### src/design/bpe_pkg.sv
// ----------------------------------------------------------------------------
// bpe_pkg
// Shared types and constants of the bivariate polynomial evaluator: table
// size, term entry layout and stream payload layout.
// ----------------------------------------------------------------------------
package bpe_pkg;

    // Term table size and derived widths
    localparam int MAX_TERMS = 64;
    localparam int ADDR_W    = (MAX_TERMS > 1) ? $clog2(MAX_TERMS) : 1;
    localparam int CNT_W     = $clog2(MAX_TERMS + 1);

    // Stream payload widths
    localparam int S_TDATA_W = 80;
    localparam int M_TDATA_W = 32;

    // Operation codes carried in s_tuser
    localparam logic OP_APPEND   = 1'b0;
    localparam logic OP_EVALUATE = 1'b1;

    // Status codes carried in m_tuser
    localparam logic STATUS_OK   = 1'b0;
    localparam logic STATUS_FULL = 1'b1;

    // One stored term
    typedef struct packed {
        logic [31:0] coefficient;
        logic [4:0]  x_power;
        logic [4:0]  y_power;
    } term_t;

    // Input tdata layout, last field in the lowest bits
    typedef struct packed {
        logic [5:0]  pad;
        logic [15:0] y_value;
        logic [15:0] x_value;
        logic [4:0]  y_power;
        logic [4:0]  x_power;
        logic [31:0] coefficient;
    } s_data_t;

    // Request from the sequencer to the term unit
    typedef struct packed {
        logic        start;
        term_t       term;
        logic [31:0] x_ext;
        logic [31:0] y_ext;
    } term_req_t;

    // Answer from the term unit
    typedef struct packed {
        logic        done;
        logic [31:0] product;
    } term_rsp_t;

endpackage

### src/design/bivariate_polynomial_evaluator.sv
// ----------------------------------------------------------------------------
// bivariate_polynomial_evaluator
// Term table with append and evaluate items; one result item per input item.
// ----------------------------------------------------------------------------
// Works on one item at a time. An append writes the table at its acceptance
// edge; its result is loaded into the output register as the sequencer
// leaves ST_FINISH, once the output register is free, and the input is
// ready again from then on. The term is dropped with status full when the
// table already holds MAX_TERMS terms. An evaluate walks the stored terms
// one after another: each term costs a table read (ST_READ, then ST_START),
// then the term unit with its single shared 32x32 multiplier (ST_RUN). A new
// item is taken once the previous result sits in the output register, even
// if not yet drained.
module bivariate_polynomial_evaluator (
    input  logic                            aclk,
    input  logic                            aresetn,
    // Input items
    input  logic                            s_tvalid,
    output logic                            s_tready,
    // [31:0] coefficient, [36:32] x_power, [41:37] y_power,
    // [57:42] x_value, [73:58] y_value, [79:74] zero
    input  logic [bpe_pkg::S_TDATA_W-1:0]   s_tdata,
    // [0] operation
    input  logic [0:0]                      s_tuser,
    // Result items
    output logic                            m_tvalid,
    input  logic                            m_tready,
    // [31:0] value
    output logic [bpe_pkg::M_TDATA_W-1:0]   m_tdata,
    // [0] status
    output logic [0:0]                      m_tuser
);
    import bpe_pkg::*;

    typedef enum logic [4:0] {
        ST_IDLE   = 5'b00001,
        ST_READ   = 5'b00010,
        ST_START  = 5'b00100,
        ST_RUN    = 5'b01000,
        ST_FINISH = 5'b10000
    } state_t;

    state_t            state_reg, state_next;
    logic [CNT_W-1:0]  count_reg, count_next;
    logic [ADDR_W-1:0] idx_reg, idx_next;
    logic [31:0]       sum_reg, sum_next;
    logic              status_reg, status_next;
    logic [31:0]       x_reg, x_next;
    logic [31:0]       y_reg, y_next;
    logic              m_valid_reg, m_valid_next;
    logic [31:0]       m_data_reg, m_data_next;
    logic              m_status_reg, m_status_next;

    s_data_t   s_data;
    logic      s_accept;
    logic      is_full;
    logic      last_term;
    logic      out_free;
    logic      wr_en;
    logic      rd_en;
    term_t     wr_term;
    term_t     rd_term;
    term_req_t req;
    term_rsp_t rsp;

    assign s_data    = s_data_t'(s_tdata);
    assign s_tready  = (state_reg == ST_IDLE);
    assign s_accept  = s_tvalid && s_tready;
    assign is_full   = (count_reg == CNT_W'(MAX_TERMS));
    assign last_term = ((CNT_W'(idx_reg) + CNT_W'(1)) == count_reg);
    assign out_free  = !m_valid_reg || m_tready;

    // Table write on an accepted append with room left
    assign wr_en   = s_accept && (s_tuser[0] == OP_APPEND) && !is_full;
    assign wr_term = '{coefficient: s_data.coefficient,
                       x_power:     s_data.x_power,
                       y_power:     s_data.y_power};
    assign rd_en   = (state_reg == ST_READ);

    bpe_term_ram u_ram (
        .aclk    (aclk),
        .wr_en   (wr_en),
        .wr_addr (count_reg[ADDR_W-1:0]),
        .wr_data (wr_term),
        .rd_en   (rd_en),
        .rd_addr (idx_reg),
        .rd_data (rd_term)
    );

    assign req.start = (state_reg == ST_START);
    assign req.term  = rd_term;
    assign req.x_ext = x_reg;
    assign req.y_ext = y_reg;

    bpe_term_unit u_term (
        .aclk    (aclk),
        .aresetn (aresetn),
        .req     (req),
        .rsp     (rsp)
    );

    // Item sequencer
    always_comb begin
        state_next  = state_reg;
        count_next  = count_reg;
        idx_next    = idx_reg;
        sum_next    = sum_reg;
        status_next = status_reg;
        x_next      = x_reg;
        y_next      = y_reg;
        unique case (state_reg)
            ST_IDLE: begin
                if (s_accept) begin
                    sum_next    = 32'd0;
                    status_next = STATUS_OK;
                    idx_next    = '0;
                    x_next      = {{16{s_data.x_value[15]}}, s_data.x_value};
                    y_next      = {{16{s_data.y_value[15]}}, s_data.y_value};
                    if (s_tuser[0] == OP_APPEND) begin
                        if (is_full) begin
                            status_next = STATUS_FULL;
                        end else begin
                            count_next = count_reg + CNT_W'(1);
                        end
                        state_next = ST_FINISH;
                    end else if (count_reg == '0) begin
                        state_next = ST_FINISH;
                    end else begin
                        state_next = ST_READ;
                    end
                end
            end
            ST_READ: begin
                state_next = ST_START;
            end
            ST_START: begin
                state_next = ST_RUN;
            end
            ST_RUN: begin
                if (rsp.done) begin
                    sum_next = sum_reg + rsp.product;
                    if (last_term) begin
                        state_next = ST_FINISH;
                    end else begin
                        idx_next   = idx_reg + ADDR_W'(1);
                        state_next = ST_READ;
                    end
                end
            end
            ST_FINISH: begin
                if (out_free) begin
                    state_next = ST_IDLE;
                end
            end
            default: begin
                state_next = ST_IDLE;
            end
        endcase
    end

    // Output register
    always_comb begin
        m_valid_next  = m_valid_reg;
        m_data_next   = m_data_reg;
        m_status_next = m_status_reg;
        if (m_tready) begin
            m_valid_next = 1'b0;
        end
        if ((state_reg == ST_FINISH) && out_free) begin
            m_valid_next  = 1'b1;
            m_data_next   = sum_reg;
            m_status_next = status_reg;
        end
    end

    // Control registers
    always_ff @(posedge aclk) begin
        if (!aresetn) begin
            state_reg   <= ST_IDLE;
            count_reg   <= '0;
            m_valid_reg <= 1'b0;
        end else begin
            state_reg   <= state_next;
            count_reg   <= count_next;
            m_valid_reg <= m_valid_next;
        end
    end

    // Datapath registers
    always_ff @(posedge aclk) begin
        idx_reg      <= idx_next;
        sum_reg      <= sum_next;
        status_reg   <= status_next;
        x_reg        <= x_next;
        y_reg        <= y_next;
        m_data_reg   <= m_data_next;
        m_status_reg <= m_status_next;
    end

    assign m_tvalid   = m_valid_reg;
    assign m_tdata    = m_data_reg;
    assign m_tuser[0] = m_status_reg;

`ifndef NO_ASSERTIONS
    // Term count never passes the table size
    a_count_bound: assert property (@(posedge aclk) disable iff (!aresetn)
        count_reg <= CNT_W'(MAX_TERMS))
        else $error("term count beyond table size");

    // An append with room grows the table by one
    a_append_grows: assert property (@(posedge aclk) disable iff (!aresetn)
        (s_accept && (s_tuser[0] == OP_APPEND) && !is_full)
        |=> (count_reg == $past(count_reg) + CNT_W'(1)))
        else $error("append did not store the term");

    // An evaluate never changes the table
    a_eval_keeps: assert property (@(posedge aclk) disable iff (!aresetn)
        (s_accept && (s_tuser[0] == OP_EVALUATE)) |=> $stable(count_reg))
        else $error("evaluate changed the term count");

    // Full status only comes with a zero value
    a_full_zero: assert property (@(posedge aclk) disable iff (!aresetn)
        (m_valid_reg && (m_status_reg == STATUS_FULL)) |-> (m_data_reg == 32'd0))
        else $error("full status with non-zero value");

    // Term unit answers only while the sequencer waits for it
    a_done_in_run: assert property (@(posedge aclk) disable iff (!aresetn)
        rsp.done |-> (state_reg == ST_RUN))
        else $error("term unit finished outside a term walk");
`endif

endmodule

### src/design/bpe_term_ram.sv
// ----------------------------------------------------------------------------
// bpe_term_ram
// Term table: single write port, single read port with
// registered read data.
// ----------------------------------------------------------------------------
module bpe_term_ram (
    input  logic                        aclk,
    input  logic                        wr_en,
    input  logic [bpe_pkg::ADDR_W-1:0]  wr_addr,
    input  bpe_pkg::term_t              wr_data,
    input  logic                        rd_en,
    input  logic [bpe_pkg::ADDR_W-1:0]  rd_addr,
    output bpe_pkg::term_t              rd_data
);
    import bpe_pkg::*;

    term_t mem [MAX_TERMS];
    term_t rd_data_reg;

    // Write port
    always_ff @(posedge aclk) begin
        if (wr_en) begin
            mem[wr_addr] <= wr_data;
        end
    end

    // Read port, registered
    always_ff @(posedge aclk) begin
        if (rd_en) begin
            rd_data_reg <= mem[rd_addr];
        end
    end

    assign rd_data = rd_data_reg;

endmodule

### src/design/bpe_term_unit.sv
// ----------------------------------------------------------------------------
// bpe_term_unit
// Computes coefficient * x^px * y^py modulo 2^32 by square-and-multiply on
// one shared 32x32 multiplier, one multiplication per cycle while the current power is not yet zero.
// ----------------------------------------------------------------------------
module bpe_term_unit (
    input  logic                aclk,
    input  logic                aresetn,
    input  bpe_pkg::term_req_t  req,
    output bpe_pkg::term_rsp_t  rsp
);
    import bpe_pkg::*;

    typedef enum logic [1:0] {
        U_IDLE = 2'b01,
        U_RUN  = 2'b10
    } ustate_t;

    ustate_t     state_reg, state_next;
    logic [31:0] acc_reg, acc_next;
    logic [31:0] base_reg, base_next;
    logic [4:0]  exp_reg, exp_next;
    logic [31:0] y_reg, y_next;
    logic [4:0]  yp_reg, yp_next;
    logic        phase_y_reg, phase_y_next;
    logic        mulled_reg, mulled_next;
    logic        done_reg, done_next;

    logic        do_acc;
    logic [31:0] mul_a;
    logic [31:0] mul_lo;

    // Shared multiplier: accumulate step or squaring step, low 32 bits only
    assign do_acc   = exp_reg[0] && !mulled_reg;
    assign mul_a    = do_acc ? acc_reg : base_reg;
    assign mul_lo   = mul_a * base_reg;

    // Sequencer
    always_comb begin
        state_next   = state_reg;
        acc_next     = acc_reg;
        base_next    = base_reg;
        exp_next     = exp_reg;
        y_next       = y_reg;
        yp_next      = yp_reg;
        phase_y_next = phase_y_reg;
        mulled_next  = mulled_reg;
        done_next    = 1'b0;
        unique case (state_reg)
            U_IDLE: begin
                if (req.start) begin
                    acc_next     = req.term.coefficient;
                    base_next    = req.x_ext;
                    exp_next     = req.term.x_power;
                    y_next       = req.y_ext;
                    yp_next      = req.term.y_power;
                    phase_y_next = 1'b0;
                    mulled_next  = 1'b0;
                    state_next   = U_RUN;
                end
            end
            U_RUN: begin
                priority if (exp_reg == 5'd0) begin
                    if (!phase_y_reg) begin
                        // x done, move on to y
                        base_next    = y_reg;
                        exp_next     = yp_reg;
                        phase_y_next = 1'b1;
                        mulled_next  = 1'b0;
                    end else begin
                        done_next  = 1'b1;
                        state_next = U_IDLE;
                    end
                end else if (do_acc) begin
                    acc_next    = mul_lo;
                    mulled_next = 1'b1;
                end else begin
                    base_next   = mul_lo;
                    exp_next    = exp_reg >> 1;
                    mulled_next = 1'b0;
                end
            end
            default: begin
                state_next = U_IDLE;
            end
        endcase
    end

    // Control registers
    always_ff @(posedge aclk) begin
        if (!aresetn) begin
            state_reg <= U_IDLE;
            done_reg  <= 1'b0;
        end else begin
            state_reg <= state_next;
            done_reg  <= done_next;
        end
    end

    // Datapath registers
    always_ff @(posedge aclk) begin
        acc_reg     <= acc_next;
        base_reg    <= base_next;
        exp_reg     <= exp_next;
        y_reg       <= y_next;
        yp_reg      <= yp_next;
        phase_y_reg <= phase_y_next;
        mulled_reg  <= mulled_next;
    end

    assign rsp.done    = done_reg;
    assign rsp.product = acc_reg;

endmodule

### config.mk
export PLATFORM = sky130hd
export DESIGN_NAME = bivariate_polynomial_evaluator
export DESIGN_NICKNAME = d
export VERILOG_FILES = /design/src/design/bpe_pkg.sv /design/src/design/bivariate_polynomial_evaluator.sv /design/src/design/bpe_term_ram.sv /design/src/design/bpe_term_unit.sv
export SDC_FILE = /design/constraint.sdc
export NUM_CORES = 2
export LEC_CHECK = 0
export ABC_AREA = 0
export BUFFER_PORTS_ARGS = -buffer_cell sky130_fd_sc_hd__buf_2
export CAP_MARGIN = 30
export CORE_ASPECT_RATIO = 0.8
export CORE_MARGIN = 3
export CORE_UTILIZATION = 58
export DETAILED_ROUTE_END_ITERATION = 10
export PLACE_DENSITY = 0.8
export RECOVER_POWER = 25
export SYNTH_ARGS = -nofsm -noshare
export SYNTH_HDL_FRONTEND = slang
export SYNTH_HIERARCHICAL = 1
export SYNTH_SLANG_ARGS = --single-unit
### constraint.sdc
create_clock -name aclk -period 12.9 [get_ports aclk]
set_input_delay 0.645 -clock aclk [delete_from_list [all_inputs] [get_ports aclk]]
set_output_delay 0.645 -clock aclk [all_outputs]
set_load 0.01 [all_outputs]
==> reports/summary.log <==
INFO  outcome        status=finished, violations left
INFO  outcome        failed_checks=capacitance limit, slew limit
INFO  worst_setup_path launching_element_type_of_the_critical_path=flop
INFO  power_and_ir_drop power_frac_clock=36.2%
INFO  synthesis      ys_ff_latch=2,958
INFO  synthesis      area_share_of_the_leading_cell_type_in_the_synthesized_netlist=67.8%
INFO  synthesis      synth_area_per_cell=18.7um^2
INFO  worst_setup_path crit_fanout=28
INFO  routing        route.antenna.remaining_nets=0
INFO  routing        routed_wire_length_per_instance=34.6um
INFO  synthesis      ys_dominant_reg_cell=sky130_fd_sc_hd__edfxtp_1
INFO  cts            postCtsResizedCells=0
INFO  worst_setup_path path_buf_inv=5
INFO  worst_setup_path crit_slowest_cell=sky130_fd_sc_hd__mux2_2
INFO  worst_setup_path worst_path_largest_cell_delay=0.60ns
INFO  synthesis      synth_commonest_cells=sky130_fd_sc_hd__edfxtp_1, sky130_fd_sc_hd__mux4_2, sky130_fd_sc_hd__fa_1, sky130_fd_sc_hd__inv_1, sky130_fd_sc_hd__nand2_1
INFO  power_and_ir_drop power.leakage=48.4nW
INFO  worst_setup_path critical-path-top-delay-family=adder cells
INFO  power_and_ir_drop pwr_density_cell=154mW/mm^2
INFO  global_routing grt_usage=31.2%
INFO  sta            report.final.slew_viol_count=1,466
INFO  sta            post-route-period-util=70.4%
INFO  synthesis      count_of_cell_types_in_the_netlist=87
INFO  routing        route.detailed.drc=0
INFO  cells_and_area area.sequential=0.0887mm^2
INFO  floorplan      die_w=536um
INFO  worst_setup_path crit_top_cell=sky130_fd_sc_hd__fa_1
INFO  global_routing grt_first_pass_wirelength=513,000um
INFO  routing        routed_wl=361,000um
INFO  power_and_ir_drop vdd_ir_drop_max=0.170mV
INFO  worst_setup_path regToRegEndpoint=u_term/acc_reg[30]$_DFFE_PP_
INFO  synthesis      synth_most_common_cell=sky130_fd_sc_hd__edfxtp_1
INFO  synthesis      yosys-top-cells-area=sky130_fd_sc_hd__edfxtp_1, sky130_fd_sc_hd__mux4_2, sky130_fd_sc_hd__fa_1
INFO  placement      io_buffers=113
INFO  routing        vias_per_cell=6.81
INFO  power_and_ir_drop power.share.sequential=48.2%
INFO  worst_setup_path reg_to_reg_slack_setup=3.82ns
INFO  power_and_ir_drop net_load_switching_power=5.71mW
INFO  cells_and_area fill_cells=13,800
INFO  floorplan      die_h=430um
INFO  cts            cts_sinks=2,958
INFO  worst_setup_path timing.critical_path.from=u_term/exp_reg[0]$_DFFE_PP_
INFO  global_routing grt.overflow.total=0
INFO  sta            skew=0.101ns
INFO  cells_and_area multiInputGateArea=0.0389mm^2
INFO  synthesis      synth_enable_flop_cells=2,942
INFO  placement      hpwl_after_detailed_placement=192,000um
INFO  synthesis      netlist.top_cell.by_area=sky130_fd_sc_hd__edfxtp_1
INFO  global_routing grt_pass1_vias=71,900
INFO  cts            cts_inserted_buffers=283
INFO  cts            ctsHoldBuffers=32
INFO  routing        drt_pre_antenna_iters=7
INFO  worst_setup_path setup.worst_path.end_class=flop
INFO  cells_and_area finish.utilization=65.1%
INFO  worst_setup_path timing_worst_setup_path_type=flop to flop
INFO  floorplan      fp.coreArea=0.222mm^2
INFO  cts            clk_path_buf_depth=4
INFO  cts            cts_root_buf=sky130_fd_sc_hd__clkbuf_16
INFO  sta            rsz0062_at_grt=false
INFO  global_routing maximum_number_of_pins_on_one_net_before_global_route_repair=111
INFO  min_path       hp-start=s_tdata[25]
INFO  worst_setup_path worst_setup_path_endpoint=u_term/acc_reg[30]$_DFFE_PP_
INFO  floorplan      dieArea=0.230mm^2
INFO  synthesis      post_synth_instance_area=0.130mm^2
INFO  sta            tns=0ns
INFO  synthesis      synth_nets=7,616
INFO  floorplan      num_io_pins=120
INFO  floorplan      floorplan.initialDensity=58.7%
INFO  worst_setup_path worst_r2r_startpoint=u_term/exp_reg[0]$_DFFE_PP_
INFO  placement      weighted_congestion_reported_at_the_end_of_routability_driven_placement=0.902
INFO  cells_and_area drive_above_1_share=20.3%
INFO  sta            finalCriticalPeriod=9.08ns
INFO  synthesis      yosysWarnings=6
INFO  power_and_ir_drop power.share.switching=25.7%
INFO  sta            fmaxAchievable=110MHz
INFO  cells_and_area nets_finish=7,911
INFO  sta            max-slew-margin-rel=-84.3%
INFO  sta            final_hold_viol_count=0
INFO  cts            cts_tree=yes
INFO  cts            clock_insertion_delay_worst_skew=0.90ns
INFO  sta            max_slew.worst_pin.slew=2.76ns
INFO  synthesis      synth-async-reset-ratio=0%
INFO  cts            clock_tree.htree_level_count=5
INFO  flow_run       maxCapViolCount=26
INFO  worst_setup_path cp_data_required_time=13.42ns
INFO  global_routing initial_antenna_violation_count=26
INFO  power_and_ir_drop combPwrFrac=15.6%
INFO  floorplan      number_of_rows_in_the_core_area=154
INFO  worst_setup_path worstRegToRegCells=27
INFO  cts            postCtsSetupRepairBufs=0
INFO  worst_setup_path critical_path_cell_count=27
INFO  cells_and_area max_reg_flops=2,688
INFO  sta            setup_violations=0
INFO  cts            worst_setup_hold_path_clk_slew=0.06ns
INFO  synthesis      synthCells=6,965
INFO  routing        drt_iter0_drc=11,800
INFO  cells_and_area area_growth_from_synthesis_to_final_layout=10.9%
INFO  worst_setup_path timing.critical_path.arrival=9.60ns
INFO  synthesis      ys_seq_area_share=68.1%
INFO  power_and_ir_drop internal_power=16.6mW
INFO  routing        routed_vias=71,100
INFO  min_path       hp-class=input pin to flop
==> area by class of cell <==
type                    count  area share [%]
multi-input cells        3243            26.9
diodes                     12          0.0208
inverters                 404            1.06
flip-flops and latches   2958            61.4
well taps                2964            2.57
clock inverters           137           0.754
clock buffers             353            5.25
repair buffers            370            2.06
==> cells in the final DEF (no fill, tap or decap), types with 22 or more instances in the layout <==
master,n
sky130_fd_sc_hd__edfxtp_1,2942
sky130_fd_sc_hd__mux4_2,685
sky130_fd_sc_hd__fa_1,409
sky130_fd_sc_hd__inv_1,399
sky130_fd_sc_hd__nand2_1,363
sky130_fd_sc_hd__and2_1,308
sky130_fd_sc_hd__clkbuf_16,294
sky130_fd_sc_hd__mux2i_1,172
sky130_fd_sc_hd__ha_1,157
sky130_fd_sc_hd__buf_4,155
sky130_fd_sc_hd__nor2_1,141
sky130_fd_sc_hd__clkbuf_1,117
sky130_fd_sc_hd__a21oi_1,109
sky130_fd_sc_hd__o21ai_0,105
sky130_fd_sc_hd__buf_2,87
sky130_fd_sc_hd__a22oi_1,83
sky130_fd_sc_hd__xnor2_1,71
sky130_fd_sc_hd__nor2_4,64
sky130_fd_sc_hd__clkinv_1,57
sky130_fd_sc_hd__mux2_2,57
sky130_fd_sc_hd__clkinv_2,43
sky130_fd_sc_hd__nor3_1,34
sky130_fd_sc_hd__xor2_1,33
sky130_fd_sc_hd__a211oi_1,33
sky130_fd_sc_hd__dlygate4sd3_1,33
sky130_fd_sc_hd__o22ai_1,32
sky130_fd_sc_hd__o221ai_1,32
sky130_fd_sc_hd__nor2b_1,27
sky130_fd_sc_hd__a221oi_1,26
sky130_fd_sc_hd__nand3_1,22
==> cell families (layout without fill, tap and decap cells) <==
kind of cell	Yosys count	after routing	share of synthesized area, %
other	0	12	0
AND/OR/NAND/NOR	1074	1074	4.07
buffers and inverters	764	1264	2.51
adder cells (fa/ha/maj)	566	566	7.79
XOR/XNOR	111	111	0.816
multiplexers	924	924	13.8
flip-flops	2958	2958	68.1
AO/OA/AOI/OAI	568	568	2.98
==> stage by stage <==
| step | std cells | setup slack (ns) | total power, mW | instance area [um^2] | hold WS, ns |
|---|---|---|---|---|---|
| 6_report | 10400 | 3.82 | 22.3 | 144000 | 0.0691 |
| 5_1_grt | 10400 | 3.46 | 22.8 | 144000 | 0.0572 |
| 4_1_cts | 10400 | 3.39 | 22.2 | 144000 | 0.0552 |
| 3_5_place_dp | 9857 | 3.47 | 14.2 | 135000 | 0.406 |
| 3_3_place_gp | 9840 | 3.61 | 14.1 | 135000 | 0.405 |
| 2_1_floorplan | 6965 | 4.93 | 13.1 | 130000 | 0.400 |
==> power groups by stage <==
stage / Sequential (mW) / Clock, mW / Combinational, mW
finish: 10.7 / 8.06 / 3.47
global route: 10.7 / 8.44 / 3.61
CTS: 10.7 / 8.10 / 3.38
detailed placement: 10.9 / 0 / 3.28
global placement: 10.9 / 0 / 3.19
floorplan: 10.9 / 0 / 2.21
==> layer usage <==
metal | share of wire (%) | up-vias | GRT usage [%]
li1 | - | 27600 | -
met1 | 34 | 36500 | 43.3
met2 | 47 | 6002 | 47.2
met3 | 15 | 937 | 8.97
met4 | 4.2 | 18 | 12.8
met5 | 0.035 | - | 0
==> worst reg2reg max path, stage by stage (launching register included) <==
cell                       delay (ns)
sky130_fd_sc_hd__edfxtp_1        0.48
sky130_fd_sc_hd__nor2b_4         0.22
sky130_fd_sc_hd__buf_12          0.23
sky130_fd_sc_hd__mux2_2          0.61
sky130_fd_sc_hd__and2_1          0.29
sky130_fd_sc_hd__fa_1            0.60
sky130_fd_sc_hd__fa_1            0.46
sky130_fd_sc_hd__fa_1            0.53
sky130_fd_sc_hd__inv_1           0.05
sky130_fd_sc_hd__fa_1            0.49
sky130_fd_sc_hd__inv_1           0.06
sky130_fd_sc_hd__fa_1            0.51
sky130_fd_sc_hd__inv_1           0.06
sky130_fd_sc_hd__fa_1            0.55
sky130_fd_sc_hd__inv_1           0.05
sky130_fd_sc_hd__fa_1            0.39
sky130_fd_sc_hd__fa_1            0.49
sky130_fd_sc_hd__ha_1            0.37
sky130_fd_sc_hd__a21o_1          0.23
sky130_fd_sc_hd__a21oi_1         0.15
sky130_fd_sc_hd__nor2b_1         0.06
sky130_fd_sc_hd__o21ai_0         0.15
sky130_fd_sc_hd__a21oi_1         0.10
sky130_fd_sc_hd__nor4_1          0.50
sky130_fd_sc_hd__o21ai_0         0.18
sky130_fd_sc_hd__o41ai_1         0.58
sky130_fd_sc_hd__xor2_1          0.29
sky130_fd_sc_hd__o21ai_1         0.09
==> how the worst min path moves through the flow <==
stage / endpoint / cells after the start
final: u_ram/mem[19][35]$_DFFE_PP_ / 1
after global routing: u_ram/mem[22][35]$_DFFE_PP_ / 1
after CTS: state_reg[0]$_SDFFE_PN1P_ / 2
after detailed placement: u_term/y_reg[10]$_DFFE_PP_ / 0
after global placement: u_term/yp_reg[4]$_DFFE_PP_ / 0
after floorplan: m_tuser$_DFFE_PP_ / 0
Note: power is estimated with default switching activity, not from simulation.
